===== config.mk =====
export PLATFORM = sky130hd
export DESIGN_NAME = ipsb_front
export DESIGN_NICKNAME = d
export VERILOG_FILES = /design/src/rtl/ipsb_pkg.sv /design/src/rtl/ipsb_front.sv
export SDC_FILE = /design/constraint.sdc
export NUM_CORES = 2
export LEC_CHECK = 0
export ABC_AREA = 1
export BUFFER_PORTS_ARGS = -buffer_cell sky130_fd_sc_hd__buf_2
export CAP_MARGIN = 5
export CORE_MARGIN = 2
export CORE_UTILIZATION = 40
export CTS_BUF_LIST = sky130_fd_sc_hd__clkbuf_2
export CTS_CLUSTER_SIZE = 25
export DETAILED_ROUTE_END_ITERATION = 12
export HOLD_SLACK_MARGIN = 0.05
export RECOVER_POWER = 50
export REMOVE_ABC_BUFFERS = 1
export SLEW_MARGIN = 15
export SYNTH_ARGS = -nofsm -noshare
export SYNTH_HDL_FRONTEND = slang
export SYNTH_SLANG_ARGS = --single-unit
export TNS_END_PERCENT = 50

===== constraint.sdc =====
create_clock -name clk_i -period 8 [get_ports clk_i]
set_input_delay 0 -clock clk_i [delete_from_list [all_inputs] [get_ports clk_i]]
set_output_delay 0 -clock clk_i [all_outputs]
set_load 0.05 [all_outputs]

===== src/rtl/ipsb_pkg.sv =====
// Shared constants, types and helper functions of the isotropic power spectrum binner.
`default_nettype none
package ipsb_pkg;
  localparam int GridSize  = 64;
  localparam int HalfN     = GridSize / 2;
  localparam int NumShells = HalfN + 1;
  localparam int ReportN   = (HalfN < 32) ? HalfN : 32;
  localparam int IdxW      = 6;
  localparam int FoldW     = $clog2(HalfN + 1);
  localparam int MagW      = $clog2(3 * HalfN * HalfN + 1);
  localparam int ShellW    = $clog2(NumShells);
  localparam int SqW       = 31;
  localparam int PowW      = 33;
  localparam int SumW      = 51;
  localparam int CntW      = 19;
  localparam int BinW      = SumW + CntW;
  localparam int MeanW     = 33;
  localparam int OutShW    = 5;
  localparam int DivCntW   = $clog2(SumW + 1);
  localparam logic [CntW-1:0] CountMax = {CntW{1'b1}};

  typedef struct packed {
    logic              flush;
    logic [ShellW-1:0] shell;
    logic [PowW-1:0]   power;
  } entry_t;

  // Wraps an index into the grid and folds it onto 0..HalfN.
  function automatic logic [FoldW-1:0] fold_index(input logic [IdxW-1:0] v);
    logic [FoldW-1:0] r;
    r = '0;
    for (int n = 0; n < (1 << IdxW); n++) begin
      if (v == IdxW'(n)) begin
        r = FoldW'(HalfN - (((n % GridSize) >= HalfN) ? ((n % GridSize) - HalfN)
                                                     : (HalfN - (n % GridSize))));
      end
    end
    return r;
  endfunction

  // Largest shell b with 3*b*b not above the squared magnitude.
  function automatic logic [ShellW-1:0] shell_of(input logic [MagW-1:0] m);
    logic [ShellW-1:0] b;
    b = '0;
    for (int n = 1; n <= HalfN; n++) begin
      if (MagW'(3 * n * n) <= m) begin
        b = ShellW'(n);
      end
    end
    return b;
  endfunction
endpackage
`default_nettype wire


===== src/rtl/ipsb_front.sv =====
// Front end: accepts modes and flush requests, folds indices, squares the value and picks the shell.
`default_nettype none
module ipsb_front (
  input  wire logic                          clk_i,
  input  wire logic                          rst_ni,
  input  wire logic                          in_valid_i,
  output logic                               in_ready_o,
  input  wire logic                          mode_i,
  input  wire logic [5:0]                    index_i_i,
  input  wire logic [5:0]                    index_j_i,
  input  wire logic [5:0]                    index_k_i,
  input  wire logic signed [15:0]            real_part_i,
  input  wire logic signed [15:0]            imag_part_i,
  output logic                               push_o,
  output ipsb_pkg::entry_t                   entry_o,
  input  wire logic                          full_i
);
  logic                            valid_q, valid_d;
  logic                            flush_q;
  logic                            dbl_q;
  logic [ipsb_pkg::FoldW-1:0]      i_q, j_q, k_q;
  logic [ipsb_pkg::SqW-1:0]        re_sq_q, im_sq_q;
  logic                            take;
  logic [ipsb_pkg::MagW-1:0]       mag;
  logic [ipsb_pkg::PowW-1:0]       pow_raw;
  logic signed [31:0]              re_sq, im_sq;

  assign in_ready_o = !valid_q || !full_i;
  assign take       = in_valid_i && in_ready_o;
  assign valid_d    = take ? (mode_i || (index_i_i <= ipsb_pkg::IdxW'(ipsb_pkg::HalfN)))
                           : (valid_q && full_i);
  assign re_sq      = real_part_i * real_part_i;
  assign im_sq      = imag_part_i * imag_part_i;

  always_ff @(posedge clk_i or negedge rst_ni) begin
    if (!rst_ni) begin
      valid_q <= 1'b0;
    end else begin
      valid_q <= valid_d;
    end
  end

  always_ff @(posedge clk_i) begin
    if (take) begin
      flush_q <= mode_i;
      dbl_q   <= (index_i_i != '0) && (index_i_i != ipsb_pkg::IdxW'(ipsb_pkg::HalfN));
      i_q     <= ipsb_pkg::FoldW'(index_i_i);
      j_q     <= ipsb_pkg::fold_index(index_j_i);
      k_q     <= ipsb_pkg::fold_index(index_k_i);
      re_sq_q <= re_sq[ipsb_pkg::SqW-1:0];
      im_sq_q <= im_sq[ipsb_pkg::SqW-1:0];
    end
  end

  assign mag = ipsb_pkg::MagW'(i_q * i_q) + ipsb_pkg::MagW'(j_q * j_q)
             + ipsb_pkg::MagW'(k_q * k_q);
  assign pow_raw = ipsb_pkg::PowW'(re_sq_q) + ipsb_pkg::PowW'(im_sq_q);

  assign push_o        = valid_q && !full_i;
  assign entry_o.flush = flush_q;
  assign entry_o.shell = ipsb_pkg::shell_of(mag);
  assign entry_o.power = dbl_q ? (pow_raw << 1) : pow_raw;
endmodule
`default_nettype wire


==> flow_metrics.py <==
metrics = {
    "status": {
        "status": "finished with violations",
        "violations": "capacitance limit, slew limit",
    },
    "global_route": {
        "grt.overflow.total": 0,
        "first_global_vias": 20500,
        "grt_max_degree": 81,
        "grt_usage_pct": 18.7,
        "grt_pass1_wl_um": 100000,
        "antenna_found_initial": 1,
    },
    "timing": {
        "rsz0062_at_grt": "true",
        "post-route-period-util_pct": 94.8,
        "slew_headroom_pct": -209,
        "post-route-min-period_ns": 7.59,
        "finalSetupViolCount": 0,
        "hold_violations": 0,
        "max_freq_mhz": 132,
        "tightest_slew_ns": 4.63,
        "fin_skew_ns": 0.0286,
        "worst_hold_slack_ns": 0.165,
        "fin_tns_setup_ns": 0,
        "report.final.slew_viol_count": 81,
    },
    "routing": {
        "finalWirelength_um": 57900,
        "vias": 19000,
        "antenna_left": 0,
        "viasPerCell": 4.71,
        "post_drt_wl_per_cell_um": 14.4,
        "firstDrtPassIters": 5,
        "drtIter0Drc": 1014,
        "remaining_drc_errors": 0,
    },
    "setup_path": {
        "path_class": "flop to output pin",
        "cp_common_cell": "nand2_1",
        "crit_arrival_ns": 7.59,
        "cp_slowest_cell": "edfxtp_1",
        "end_kind": "output pin",
        "required_ns": 8.00,
        "cp_max_fo": 6,
        "worstSetupStartpointType": "flop",
        "slowest_delay_ns": 0.55,
    },
    "synth": {
        "synthDistinctLibCells": 52,
        "synth_top_area_share_pct": 41.2,
        "ys.flop_type": "edfxtp_1",
        "ys_seq_area_share_pct": 9.51,
        "synth_edf_count": 80,
        "synth_common_cells": "926 x inv_1, 560 x nand2_1, 525 x fa_1",
        "async_flop_share_pct": 1.23,
        "yosysWarnings": 0,
        "yosysMostFrequentCell": "inv_1",
        "ys_seq_elements": 81,
        "yosys.area.top_type": "fa_1",
        "synthCells": 3045,
        "synth_area_mm2": 0.0255,
        "synth_area_leaders": "fa_1 41%, inv_1 14%, ha_1 11%",
        "syn_avg_cell_area_um2": 8.38,
    },
    "clock_tree": {
        "clock_path_buffers": 2,
        "insertion_delay_ns": 0.62,
        "h-tree-depth": 3,
        "numCtsBuffers": 9,
        "path_clk_slew_ns": 0.23,
        "cts-root-buf": "clkbuf_2",
        "clock-sinks": 81,
        "cts_tree": "yes",
    },
    "floorplan": {
        "core_area_mm2": 0.0631,
        "die_area_mm2": 0.0658,
        "row_count": 92,
        "start_util_pct": 40.4,
        "die_w_um": 257,
        "io_pins": 97,
        "die_y_um": 257,
    },
    "cells_and_area": {
        "nets": 3982,
        "final_layout_size_suffix_gt1_share_pct": 6.94,
        "area_growth_pct": 9.33,
    },
    "placed_design": {
        "portBuffers": 96,
        "dpl.hpwl_um": 47700,
        "gp_congestion": 0.899,
    },
    "job": {
        "maxCapViolCount": 1,
    },
    "min_path": {
        "hp-class": "primary input to async pin",
    },
}
==> layer usage <==
layer	GRT usage [%]	up-vias	wire length (um)
li1	-	9243	-
met5	0	-	0
met1	24.4	9319	25400
met2	33.8	352	29400
met4	2.87	0	761
met3	2.36	62	2350
==> critical path: cells and delay by family (launching register included) <==
family                   cells  cell delay [ns]
buffers and inverters        6             0.44
AND/OR/NAND/NOR             36             2.48
AO/OA/AOI/OAI                1             0.19
adder cells (fa/ha/maj)      7             3.31
flip-flops                   1             0.55
==> flip-flops by register name, summed over array words and instances, names as in the netlist <==
name,cells
j_q,6
k_q,6
dbl_q,1
flush_q,1
re_sq_q,30
im_sq_q,30
valid_q,1
i_q,6
==> layout make-up <==
class | instances | area [um2]
Fill cell | 6382 | 35200
Multi-Input combinational cell | 1960 | 19500
Inverter | 931 | 3500
Sequential cell | 81 | 2430
Timing Repair Buffer | 195 | 1330
Tap cell | 846 | 1060
Clock buffer | 11 | 55.1
Clock inverter | 5 | 46.3
Antenna cell | 1 | 2.50
==> timing repair <==
action	in CTS	in global routing
buffers inserted	8	39
resized for setup	0	46
pin swaps	0	38
setup endpoints to repair	1	2
hold buffers	46	0
hold endpoints to repair	26	0
==> kinds of logic (layout without fill, tap and decap cells) <==
kind of cell | count (synthesis) | count (layout) | share of synthesized area (%)
other cells | 0 | 1 | 0
simple gates | 863 | 863 | 14.1
xor+xnor | 100 | 100 | 3.51
buf+inv | 1004 | 1142 | 14.8
fa+ha+maj | 749 | 749 | 52.2
flops | 81 | 81 | 9.51
compound gates | 248 | 248 | 5.88
==> worst paths after layout <==
| path | startpoint | end | slack, ns | cells after the start |
|---|---|---|---|---|
| worst max-delay path | k_q[2] | entry_o[33] | 0.41 | 50 |
| worst min-delay path | rst_ni | valid_q | 0.17 | 3 |
| worst max register to register | valid_q | re_sq_q[22] | 3.57 | 2 |
| worst min register to register | valid_q | valid_q | 1.17 | 3 |
| max in group asynchronous | rst_ni | valid_q | 7.73 | 3 |
| min in group clk_i | full_i | valid_q | 0.19 | 4 |
==> metrics by stage <==
stage	cells	cell area [um2]	utilization [%]	setup slack, ns
after global routing	4030	27900	44.2	-0.173
after detailed placement	3920	26800	42.5	0.698
after floorplan	2972	25200	-	1.16
after CTS	3990	27400	43.5	0.00985
final	4030	27900	44.2	0.413
after global placement	3920	26800	42.5	0.654
==> placed cells by master (no fill, tap or decap), types with 18 or more instances in the layout <==
| cell | count |
|---|---|
| a21oi_1 | 105 |
| buf_2 | 80 |
| buf_4 | 51 |
| dlygate4sd3_1 | 46 |
| edfxtp_1 | 80 |
| fa_1 | 522 |
| ha_1 | 220 |
| inv_1 | 922 |
| nand2_1 | 553 |
| nand3_1 | 57 |
| nand4_1 | 18 |
| nor2_1 | 142 |
| nor3_1 | 18 |
| o21ai_0 | 44 |
| xnor2_1 | 30 |
| xor2_1 | 69 |
Power is left out: the tool's default activity adds up to more than one toggle a clock period on the data nets, which glitch-free logic cannot reach.
