`config.mk`:
```
export PLATFORM = sky130hd
export DESIGN_NAME = ipsb_fifo
export DESIGN_NICKNAME = d
export VERILOG_FILES = /design/src/rtl/ipsb_pkg.sv /design/src/rtl/ipsb_fifo.sv
export SDC_FILE = /design/constraint.sdc
export NUM_CORES = 1
export LEC_CHECK = 0
export BUFFER_PORTS_ARGS = -buffer_cell sky130_fd_sc_hd__buf_4
export CORE_ASPECT_RATIO = 0.9
export CORE_MARGIN = 2
export CORE_UTILIZATION = 40
export DETAILED_ROUTE_END_ITERATION = 8
export PLACE_DENSITY = 0.67
export SKIP_LAST_GASP = 1
export SLEW_MARGIN = 40
export SYNTH_ARGS = -nofsm -noshare
export SYNTH_HDL_FRONTEND = slang
export SYNTH_SLANG_ARGS = --single-unit
```
`constraint.sdc`:
```
create_clock -name clk_i -period 2.35 [get_ports clk_i]
set_clock_uncertainty 0.15 [all_clocks]
set_input_delay 0.235 -clock clk_i [delete_from_list [all_inputs] [get_ports clk_i]]
set_output_delay 0.235 -clock clk_i [all_outputs]
set_load 0.1 [all_outputs]
```
`src/rtl/ipsb_pkg.sv`:
```
// Shared constants, types and helper functions of the isotropic power spectrum binner.
`default_nettype none
package ipsb_pkg;
  localparam int GridSize  = 64;
  localparam int HalfN     = GridSize / 2;
  localparam int NumShells = HalfN + 1;
  localparam int ReportN   = (HalfN < 32) ? HalfN : 32;
  localparam int IdxW      = 6;
  localparam int FoldW     = $clog2(HalfN + 1);
  localparam int MagW      = $clog2(3 * HalfN * HalfN + 1);
  localparam int ShellW    = $clog2(NumShells);
  localparam int SqW       = 31;
  localparam int PowW      = 33;
  localparam int SumW      = 51;
  localparam int CntW      = 19;
  localparam int BinW      = SumW + CntW;
  localparam int MeanW     = 33;
  localparam int OutShW    = 5;
  localparam int DivCntW   = $clog2(SumW + 1);
  localparam logic [CntW-1:0] CountMax = {CntW{1'b1}};

  typedef struct packed {
    logic              flush;
    logic [ShellW-1:0] shell;
    logic [PowW-1:0]   power;
  } entry_t;

  // Wraps an index into the grid and folds it onto 0..HalfN.
  function automatic logic [FoldW-1:0] fold_index(input logic [IdxW-1:0] v);
    logic [FoldW-1:0] r;
    r = '0;
    for (int n = 0; n < (1 << IdxW); n++) begin
      if (v == IdxW'(n)) begin
        r = FoldW'(HalfN - (((n % GridSize) >= HalfN) ? ((n % GridSize) - HalfN)
                                                     : (HalfN - (n % GridSize))));
      end
    end
    return r;
  endfunction

  // Largest shell b with 3*b*b not above the squared magnitude.
  function automatic logic [ShellW-1:0] shell_of(input logic [MagW-1:0] m);
    logic [ShellW-1:0] b;
    b = '0;
    for (int n = 1; n <= HalfN; n++) begin
      if (MagW'(3 * n * n) <= m) begin
        b = ShellW'(n);
      end
    end
    return b;
  endfunction
endpackage
`default_nettype wire

```
`src/rtl/ipsb_fifo.sv`:
```
// Short queue of classified requests between the front and back ends.
`default_nettype none
module ipsb_fifo (
  input  wire logic             clk_i,
  input  wire logic             rst_ni,
  input  wire logic             push_i,
  input  wire ipsb_pkg::entry_t data_i,
  output logic                  full_o,
  input  wire logic             pop_i,
  output logic                  valid_o,
  output ipsb_pkg::entry_t      data_o
);
  ipsb_pkg::entry_t mem_q [4];
  logic [1:0] wr_q, rd_q;
  logic [2:0] cnt_q;

  assign full_o  = cnt_q == 3'd4;
  assign valid_o = cnt_q != 3'd0;
  assign data_o  = mem_q[rd_q];

  always_ff @(posedge clk_i or negedge rst_ni) begin
    if (!rst_ni) begin
      wr_q  <= '0;
      rd_q  <= '0;
      cnt_q <= '0;
    end else begin
      if (push_i) begin
        wr_q <= wr_q + 2'd1;
      end
      if (pop_i) begin
        rd_q <= rd_q + 2'd1;
      end
      cnt_q <= cnt_q + 3'(push_i) - 3'(pop_i);
    end
  end

  always_ff @(posedge clk_i) begin
    if (push_i) begin
      mem_q[wr_q] <= data_i;
    end
  end
endmodule
`default_nettype wire

```
==> load_flow_metrics.sql, run 1 <==
INSERT INTO impl_metrics (metric_group, metric, value, unit) VALUES
('outcome', 'status', 'completed', ''),
('clock_network', 'post_cts_setup_buffer_count', '0', ''),
('clock_network', 'clk_pin_slew', '60', 'ps'),
('worst_setup_path', 'startpoint_type', 'flip-flop', ''),
('timing', 'final.period_utilization', '98.6', '%'),
('routing', 'dr.first_iter.drc_count', '190', ''),
('worst_setup_path', 'critical_path_class', 'flip-flop to output port', ''),
('layout', 'fin_cells', '610', ''),
('yosys', 'postSynthRegisterBits', '167', ''),
('yosys', 'post_synth_main_area_contributors', 'sky130_fd_sc_hd__edfxtp_1, sky130_fd_sc_hd__mux4_2, sky130_fd_sc_hd__dfrtp_1, sky130_fd_sc_hd__buf_12, sky130_fd_sc_hd__ha_1', ''),
('routing', 'post-route-drc-count', '0', ''),
('yosys', 'synth.cell_area', '0.00621', 'mm2'),
('floorplan', 'die_h', '122', 'um'),
('timing', 'worst_margin_slew', '378', 'ps'),
('worst_setup_path', 'cp_data_arrival_time', '1930', 'ps'),
('routing', 'drtPass1Iterations', '4', ''),
('layout', 'num_antenna_cells', '0', ''),
('yosys', 'adder_cell_share_of_the_synthesized_area', '1.53', '%'),
('yosys', 'number_of_flops_mapped_to_enable_cells_by_yosys', '160', ''),
('timing', 'grt_setup_unrepaired', 'true', ''),
('yosys', 'synth_cell_types', '18', ''),
('grt', 'grt_antenna_before_repair', '0', ''),
('clock_network', 'cts_buffers', '17', ''),
('timing', 'finalMaxSlewViolations', '0', ''),
('clock_network', 'clock_tree.root_cell', 'sky130_fd_sc_hd__clkbuf_16', ''),
('min_path', 'hp-class', 'flip-flop to flip-flop', ''),
('placed_design', 'io_buffers', '85', ''),
('yosys', 'synth_compound_area_share', '0.0805', '%'),
('yosys', 'netlist_instances', '244', ''),
('floorplan', 'floorplan.die.width', '135', 'um'),
('timing', 'worst_hold_slack', '395', 'ps'),
('grt', 'grt_pass1_wl', '16.7', 'mm'),
('placed_design', 'gpl.final_weighted_congestion', '0.642', ''),
('layout', 'final_layout_size_suffix_gt1_share', '41.7', '%'),
('clock_network', 'clockBufferDepth', '2', ''),
('yosys', 'yosys.area_share.simple', '0.725', '%'),
('yosys', 'mapped_nets', '295', ''),
('layout', 'layout_area_overhead', '30.8', '%'),
('placed_design', 'dpl.hpwl', '6.61', 'mm'),
('job', 'max_cap_viol', '0', ''),
('yosys', 'ys_flop_type', 'sky130_fd_sc_hd__edfxtp_1', ''),
('worst_setup_path', 'worstPathMaxFanout', '20', ''),
('yosys', 'synth_warnings', '0', ''),
('yosys', 'synth_top_family_by_area', 'multiplexers', ''),
('yosys', 'yosys.area.top_type_share', '77.3', '%'),
('floorplan', 'placement_rows', '43', ''),
('timing', 'setup-violations-final', '0', ''),
('yosys', 'synth_xor_xnor_area_share', '0.705', '%'),
('floorplan', 'die_area', '0.0166', 'mm2'),
('routing', 'wl_per_cell', '18.0', 'um'),
('floorplan', 'pin_count', '86', ''),
('grt', 'grt_use_total', '14.2', '%'),
('yosys', 'synth.most_common_cell', 'sky130_fd_sc_hd__edfxtp_1', ''),
('clock_network', 'cts.sink_count', '167', ''),
('yosys', 'post_synth_mux_area_share', '14.6', '%'),
('yosys', 'ys_seq_area_share', '80.1', '%'),
('worst_setup_path', 'critical_path.endpoint_type', 'output port', ''),
('timing', 'max_slew_margin', '74.8', '%'),
('floorplan', 'core_area', '0.0153', 'mm2'),
('clock_network', 'tritoncts', 'built', ''),
('timing', 'period_minus_slack', '2320', 'ps'),
('yosys', 'async_flop_share', '4.19', '%'),
('worst_setup_path', 'crit_required', '1970', 'ps'),
('routing', 'finalWirelength', '11.0', 'mm'),
('timing', 'final_hold_viols', '0', ''),
('layout', 'layout.nets', '446', ''),
('timing', 'fmaxAchievable', '432', 'MHz'),
('clock_network', 'clk_latency', '410', 'ps'),
('routing', 'post_drt_via_cell_ratio', '4.79', ''),
('clock_network', 'cts_htree_levels', '4', ''),
('floorplan', 'initial_utilization', '40.7', '%'),
('clock_network', 'postCtsResizedCells', '0', ''),
('yosys', 'cell_accounting_for_the_most_synthesized_area', 'sky130_fd_sc_hd__edfxtp_1', ''),
('placed_design', 'dpl_cells', '533', ''),
('yosys', 'synth_top_cells_by_count', 'sky130_fd_sc_hd__edfxtp_1, sky130_fd_sc_hd__mux4_2, sky130_fd_sc_hd__dfrtp_1', ''),
('grt', 'grt_max_degree', '24', ''),
('grt', 'globalRouteOverflowTotal', '0', ''),
('routing', 'dr_total_vias', '2921', ''),
('yosys', 'synth.avg_cell_area', '25.5', 'um2'),
('grt', 'first_global_vias', '3085', ''),
('routing', 'drtAntennaViolNets', '0', '');
worst max-delay path, cell delays in order (launching register included):
cell and delay (ps):
sky130_fd_sc_hd__dfrtp_4 440, sky130_fd_sc_hd__buf_12 200, sky130_fd_sc_hd__mux4_1 600, sky130_fd_sc_hd__buf_4 260
sequential cells by signal, summed over array words and instances, names as in the netlist:
signal  cells
rd_q        2
wr_q        2
cnt_q       3
mem_q     160
timing repair:
action / CTS / global route
hold buffers: 45 / 0
setup endpoints to repair: 1 / 1
hold endpoints to repair: 172 / 0
logic make-up (layout without fill, tap and decap cells):
group,Yosys count,in the layout
DFF,167,167
muxes,40,40
buffers and inverters,16,180
and+or+nand+nor,8,8
adders and majority gates,7,7
xor gates and xnor gates,5,5
AOI/OAI and AO/OA,1,1
through the flow:
| stage | setup slack [ps] | instance area (um2) | setup TNS, ps | utilization (%) |
|---|---|---|---|---|
| 2_1_floorplan | 210 | 6210 | 0 | - |
| 3_3_place_gp | 485 | 7120 | 0 | 46.6 |
| 3_5_place_dp | 460 | 7120 | 0 | 46.6 |
| 4_1_cts | -11.6 | 8130 | -11.6 | 53.2 |
| 5_1_grt | -33.8 | 8130 | -33.8 | 53.2 |
| 6_report | 33.7 | 8130 | 0 | 53.2 |
placed cells by master (no fill, tap or decap):
cell,n
sky130_fd_sc_hd__dfrtp_2,1
sky130_fd_sc_hd__inv_1,6
sky130_fd_sc_hd__clkbuf_1,1
sky130_fd_sc_hd__mux4_1,2
sky130_fd_sc_hd__xor2_1,3
sky130_fd_sc_hd__dfrtp_1,5
sky130_fd_sc_hd__clkbuf_16,17
sky130_fd_sc_hd__ha_1,6
sky130_fd_sc_hd__dfrtp_4,1
sky130_fd_sc_hd__clkinvlp_4,4
sky130_fd_sc_hd__and3_1,1
sky130_fd_sc_hd__fa_1,1
sky130_fd_sc_hd__o21ai_0,1
sky130_fd_sc_hd__clkinv_4,2
sky130_fd_sc_hd__xnor2_1,2
sky130_fd_sc_hd__clkinv_1,2
sky130_fd_sc_hd__or3_1,1
sky130_fd_sc_hd__and2_2,4
sky130_fd_sc_hd__clkinv_2,4
sky130_fd_sc_hd__nand2_1,2
sky130_fd_sc_hd__edfxtp_1,160
sky130_fd_sc_hd__bufinv_16,2
sky130_fd_sc_hd__dlygate4sd3_1,45
sky130_fd_sc_hd__mux4_2,38
sky130_fd_sc_hd__buf_4,95
sky130_fd_sc_hd__buf_12,2
final cells by class:
cell class                 instances  area [um2]
clock buffer                      18         429
clock inverter                    14         135
fill                            1234        7150
inverter                           6        22.5
multi-input combinational         61        1100
sequential                       167        4980
tap                              202         253
timing repair buffer             142        1200
path summary, 6_finish.rpt:
| kind | startpoint | to | slack [ps] | cells past startpoint |
|---|---|---|---|---|
| setup / recovery | rd_q[0] | data_o[0] | 30 | 3 |
| hold / removal | wr_q[0] | wr_q[0] | 400 | 1 |
| setup reg to reg | cnt_q[0] | cnt_q[2] | 690 | 6 |
| hold reg to reg | wr_q[0] | wr_q[0] | 400 | 1 |
| max in group asynchronous | rst_ni | cnt_q[1] | 780 | 4 |
| min in group asynchronous | rst_ni | cnt_q[2] | 540 | 3 |
per-layer routing:
layer  GRT usage, %  vias to the layer above  share of wire, %
met5              0                        -                 0
met4           5.21                        0              0.99
met3           4.58                       10               3.5
met2           23.3                       66                51
met1           18.0                     1515                45
li1               -                     1330                 -
Power of run 1 is left out: the tool's default activity adds up to more than one toggle a clock period on the data nets, which glitch-free logic cannot reach.
==> run 2, diff against run 1 <==
--- a/config.mk
+++ b/config.mk
@@ -8,9 +8,9 @@
 export BUFFER_PORTS_ARGS = -buffer_cell sky130_fd_sc_hd__buf_4
 export CORE_ASPECT_RATIO = 0.9
 export CORE_MARGIN = 2
-export CORE_UTILIZATION = 40
+export CORE_UTILIZATION = 51
 export DETAILED_ROUTE_END_ITERATION = 8
-export PLACE_DENSITY = 0.67
+export PLACE_DENSITY = 0.8
 export SKIP_LAST_GASP = 1
 export SLEW_MARGIN = 40
 export SYNTH_ARGS = -nofsm -noshare
==> run 2 against run 1 <==
Final cell count is 7.0% lower. Core utilization is 14 points higher. Die area shrank 21%. Global-route usage increased by 3.9 points. Wire length is 0.97% lower. Fmax grew 2.4%. Worst setup slack gained 54 ps. Critical path type unchanged.
==> load_flow_metrics.sql, run 2 (same netlist as run 1, synthesis figures left out) <==
INSERT INTO impl_metrics (metric_group, metric, value, unit) VALUES
('placed_design', 'io_buffers', '85', ''),
('clock_network', 'cts_buffers', '17', ''),
('grt', 'grt_max_degree', '30', ''),
('grt', 'grt_use_total', '18.1', '%'),
('timing', 'worst_hold_slack', '23.6', 'ps'),
('floorplan', 'die_h', '109', 'um'),
('floorplan', 'pin_count', '86', ''),
('layout', 'layout.nets', '446', ''),
('routing', 'drtPass1Iterations', '4', ''),
('routing', 'dr_total_vias', '2947', ''),
('timing', 'worst_margin_slew', '412', 'ps'),
('worst_setup_path', 'timing.rr.start', 'wr_q[1]', ''),
('layout', 'largest_register_ff_count', '160', ''),
('layout', 'layout.cells.most_common_list', 'sky130_fd_sc_hd__edfxtp_1, sky130_fd_sc_hd__buf_4, sky130_fd_sc_hd__dlygate4sd3_1', ''),
('timing', 'setup-tns-final', '0', 'ps'),
('job', 'max_cap_viol', '0', ''),
('clock_network', 'tritoncts', 'built', ''),
('floorplan', 'placement_rows', '38', ''),
('layout', 'final_common_cell', 'sky130_fd_sc_hd__edfxtp_1', ''),
('worst_setup_path', 'critical_path_class', 'flip-flop to output port', ''),
('floorplan', 'core_area', '0.0120', 'mm2'),
('routing', 'finalWirelength', '10.9', 'mm'),
('layout', 'num_antenna_cells', '0', ''),
('timing', 'setup-violations-final', '0', ''),
('worst_setup_path', 'crit_required', '1970', 'ps'),
('min_path', 'hp-class', 'input port to async pin', ''),
('worst_setup_path', 'worstPathMaxFanout', '14', ''),
('placed_design', 'dpl.hpwl', '6.80', 'mm'),
('timing', 'final_hold_viols', '0', ''),
('timing', 'period_minus_slack', '2260', 'ps'),
('routing', 'post-route-drc-count', '0', ''),
('clock_network', 'clk_latency', '410', 'ps'),
('grt', 'grt_pass1_wl', '17.0', 'mm'),
('worst_setup_path', 'r2r_slack', '550', 'ps'),
('clock_network', 'postCtsResizedCells', '0', ''),
('layout', 'post-route-util', '67.6', '%'),
('routing', 'drtAntennaViolNets', '0', ''),
('layout', 'top_register', 'mem_q', ''),
('placed_design', 'gpl.final_weighted_congestion', '0.681', ''),
('timing', 'max_slew_margin', '72.5', '%'),
('timing', 'finalMaxSlewViolations', '0', ''),
('worst_setup_path', 'critical_path.endpoint_type', 'output port', ''),
('clock_network', 'cts_htree_levels', '4', ''),
('layout', 'reg_top3', 'mem_q x160, cnt_q x3', ''),
('routing', 'post_drt_via_cell_ratio', '5.20', ''),
('clock_network', 'clockBufferDepth', '2', ''),
('floorplan', 'initial_utilization', '51.9', '%'),
('timing', 'final.period_utilization', '96.3', '%'),
('grt', 'grt_antenna_before_repair', '0', ''),
('outcome', 'status', 'completed', ''),
('routing', 'dr.first_iter.drc_count', '318', ''),
('worst_setup_path', 'startpoint_type', 'flip-flop', ''),
('clock_network', 'clock_tree.root_cell', 'sky130_fd_sc_hd__clkbuf_16', ''),
('layout', 'final_layout_size_suffix_gt1_share', '41.8', '%'),
('timing', 'fmaxAchievable', '442', 'MHz'),
('clock_network', 'clk_pin_slew', '60', 'ps'),
('routing', 'wl_per_cell', '19.2', 'um'),
('grt', 'globalRouteOverflowTotal', '0', ''),
('grt', 'first_global_vias', '3250', ''),
('worst_setup_path', 'worst-r2r-cell-count', '4', ''),
('floorplan', 'floorplan.die.width', '120', 'um'),
('worst_setup_path', 'critical_path.reg2reg.endpoint', 'mem_q[1][39]', ''),
('layout', 'layout_area_overhead', '30.3', '%'),
('clock_network', 'cts.sink_count', '167', ''),
('worst_setup_path', 'cp_data_arrival_time', '1880', 'ps'),
('floorplan', 'die_area', '0.0131', 'mm2'),
('timing', 'grt_setup_unrepaired', 'false', '');
## run 2: cell types whose count changed in the layout (fill, tap and decap cells not counted)
cell	previous run	this run
sky130_fd_sc_hd__clkinv_2	4	7
sky130_fd_sc_hd__clkinv_1	2	3
sky130_fd_sc_hd__clkinv_4	2	0
sky130_fd_sc_hd__clkinvlp_4	4	1
sky130_fd_sc_hd__buf_12	2	6
sky130_fd_sc_hd__dfrtp_4	1	0
sky130_fd_sc_hd__dfrtp_2	1	2
sky130_fd_sc_hd__buf_4	95	93
sky130_fd_sc_hd__dlygate4sd3_1	45	43
## run 2: area by class of cell
class                           instances  area [um2]
Timing Repair Buffer                  142        1250
Clock inverter                         13         114
Clock buffer                           18         429
Fill cell                             794        3880
Tap cell                              160         200
Inverter                                6        22.5
Sequential cell                       167        4980
Multi-Input combinational cell         61        1100
## run 2: metrics by stage
step / instance area [um2] / cells / setup slack, ps
3_3_place_gp: 7120 / 492 / 364
4_1_cts: 8100 / 567 / 48.1
6_report: 8100 / 567 / 87.8
3_5_place_dp: 7120 / 492 / 361
2_1_floorplan: 6210 / 244 / 210
5_1_grt: 8100 / 567 / 14.8
## run 2: per-layer routing
metal / global-route usage [%] / vias up / wire, um
met5: 0 / - / 0
met4: 7.39 / 0 / 117
met3: 5.33 / 9 / 573
met2: 29.5 / 91 / 5730
met1: 23.2 / 1522 / 4440
li1: - / 1325 / -
## run 2: how the worst max path moves through the flow
stage                     startpoint          end
after global placement       rd_q[0]   data_o[39]
after global routing         rd_q[0]   data_o[39]
after CTS                    rd_q[0]   data_o[39]
after detailed placement     rd_q[0]   data_o[39]
final                        rd_q[0]   data_o[39]
after floorplan              wr_q[0]  mem_q[0][0]
## run 2: worst max-delay path, stage by stage (launching register included)
cell,delay [ps]
sky130_fd_sc_hd__dfrtp_2,430
sky130_fd_sc_hd__buf_12,190
sky130_fd_sc_hd__mux4_1,580
sky130_fd_sc_hd__buf_4,250
## run 2: timing repair
action / 4_1_cts / 5_1_grt
buffers inserted: 1 / 0
endpoints found under the hold margin: 172 / 0
hold buffers: 43 / 0
setup endpoints to repair: 36 / 0
Power of run 2 is left out for the same reason.
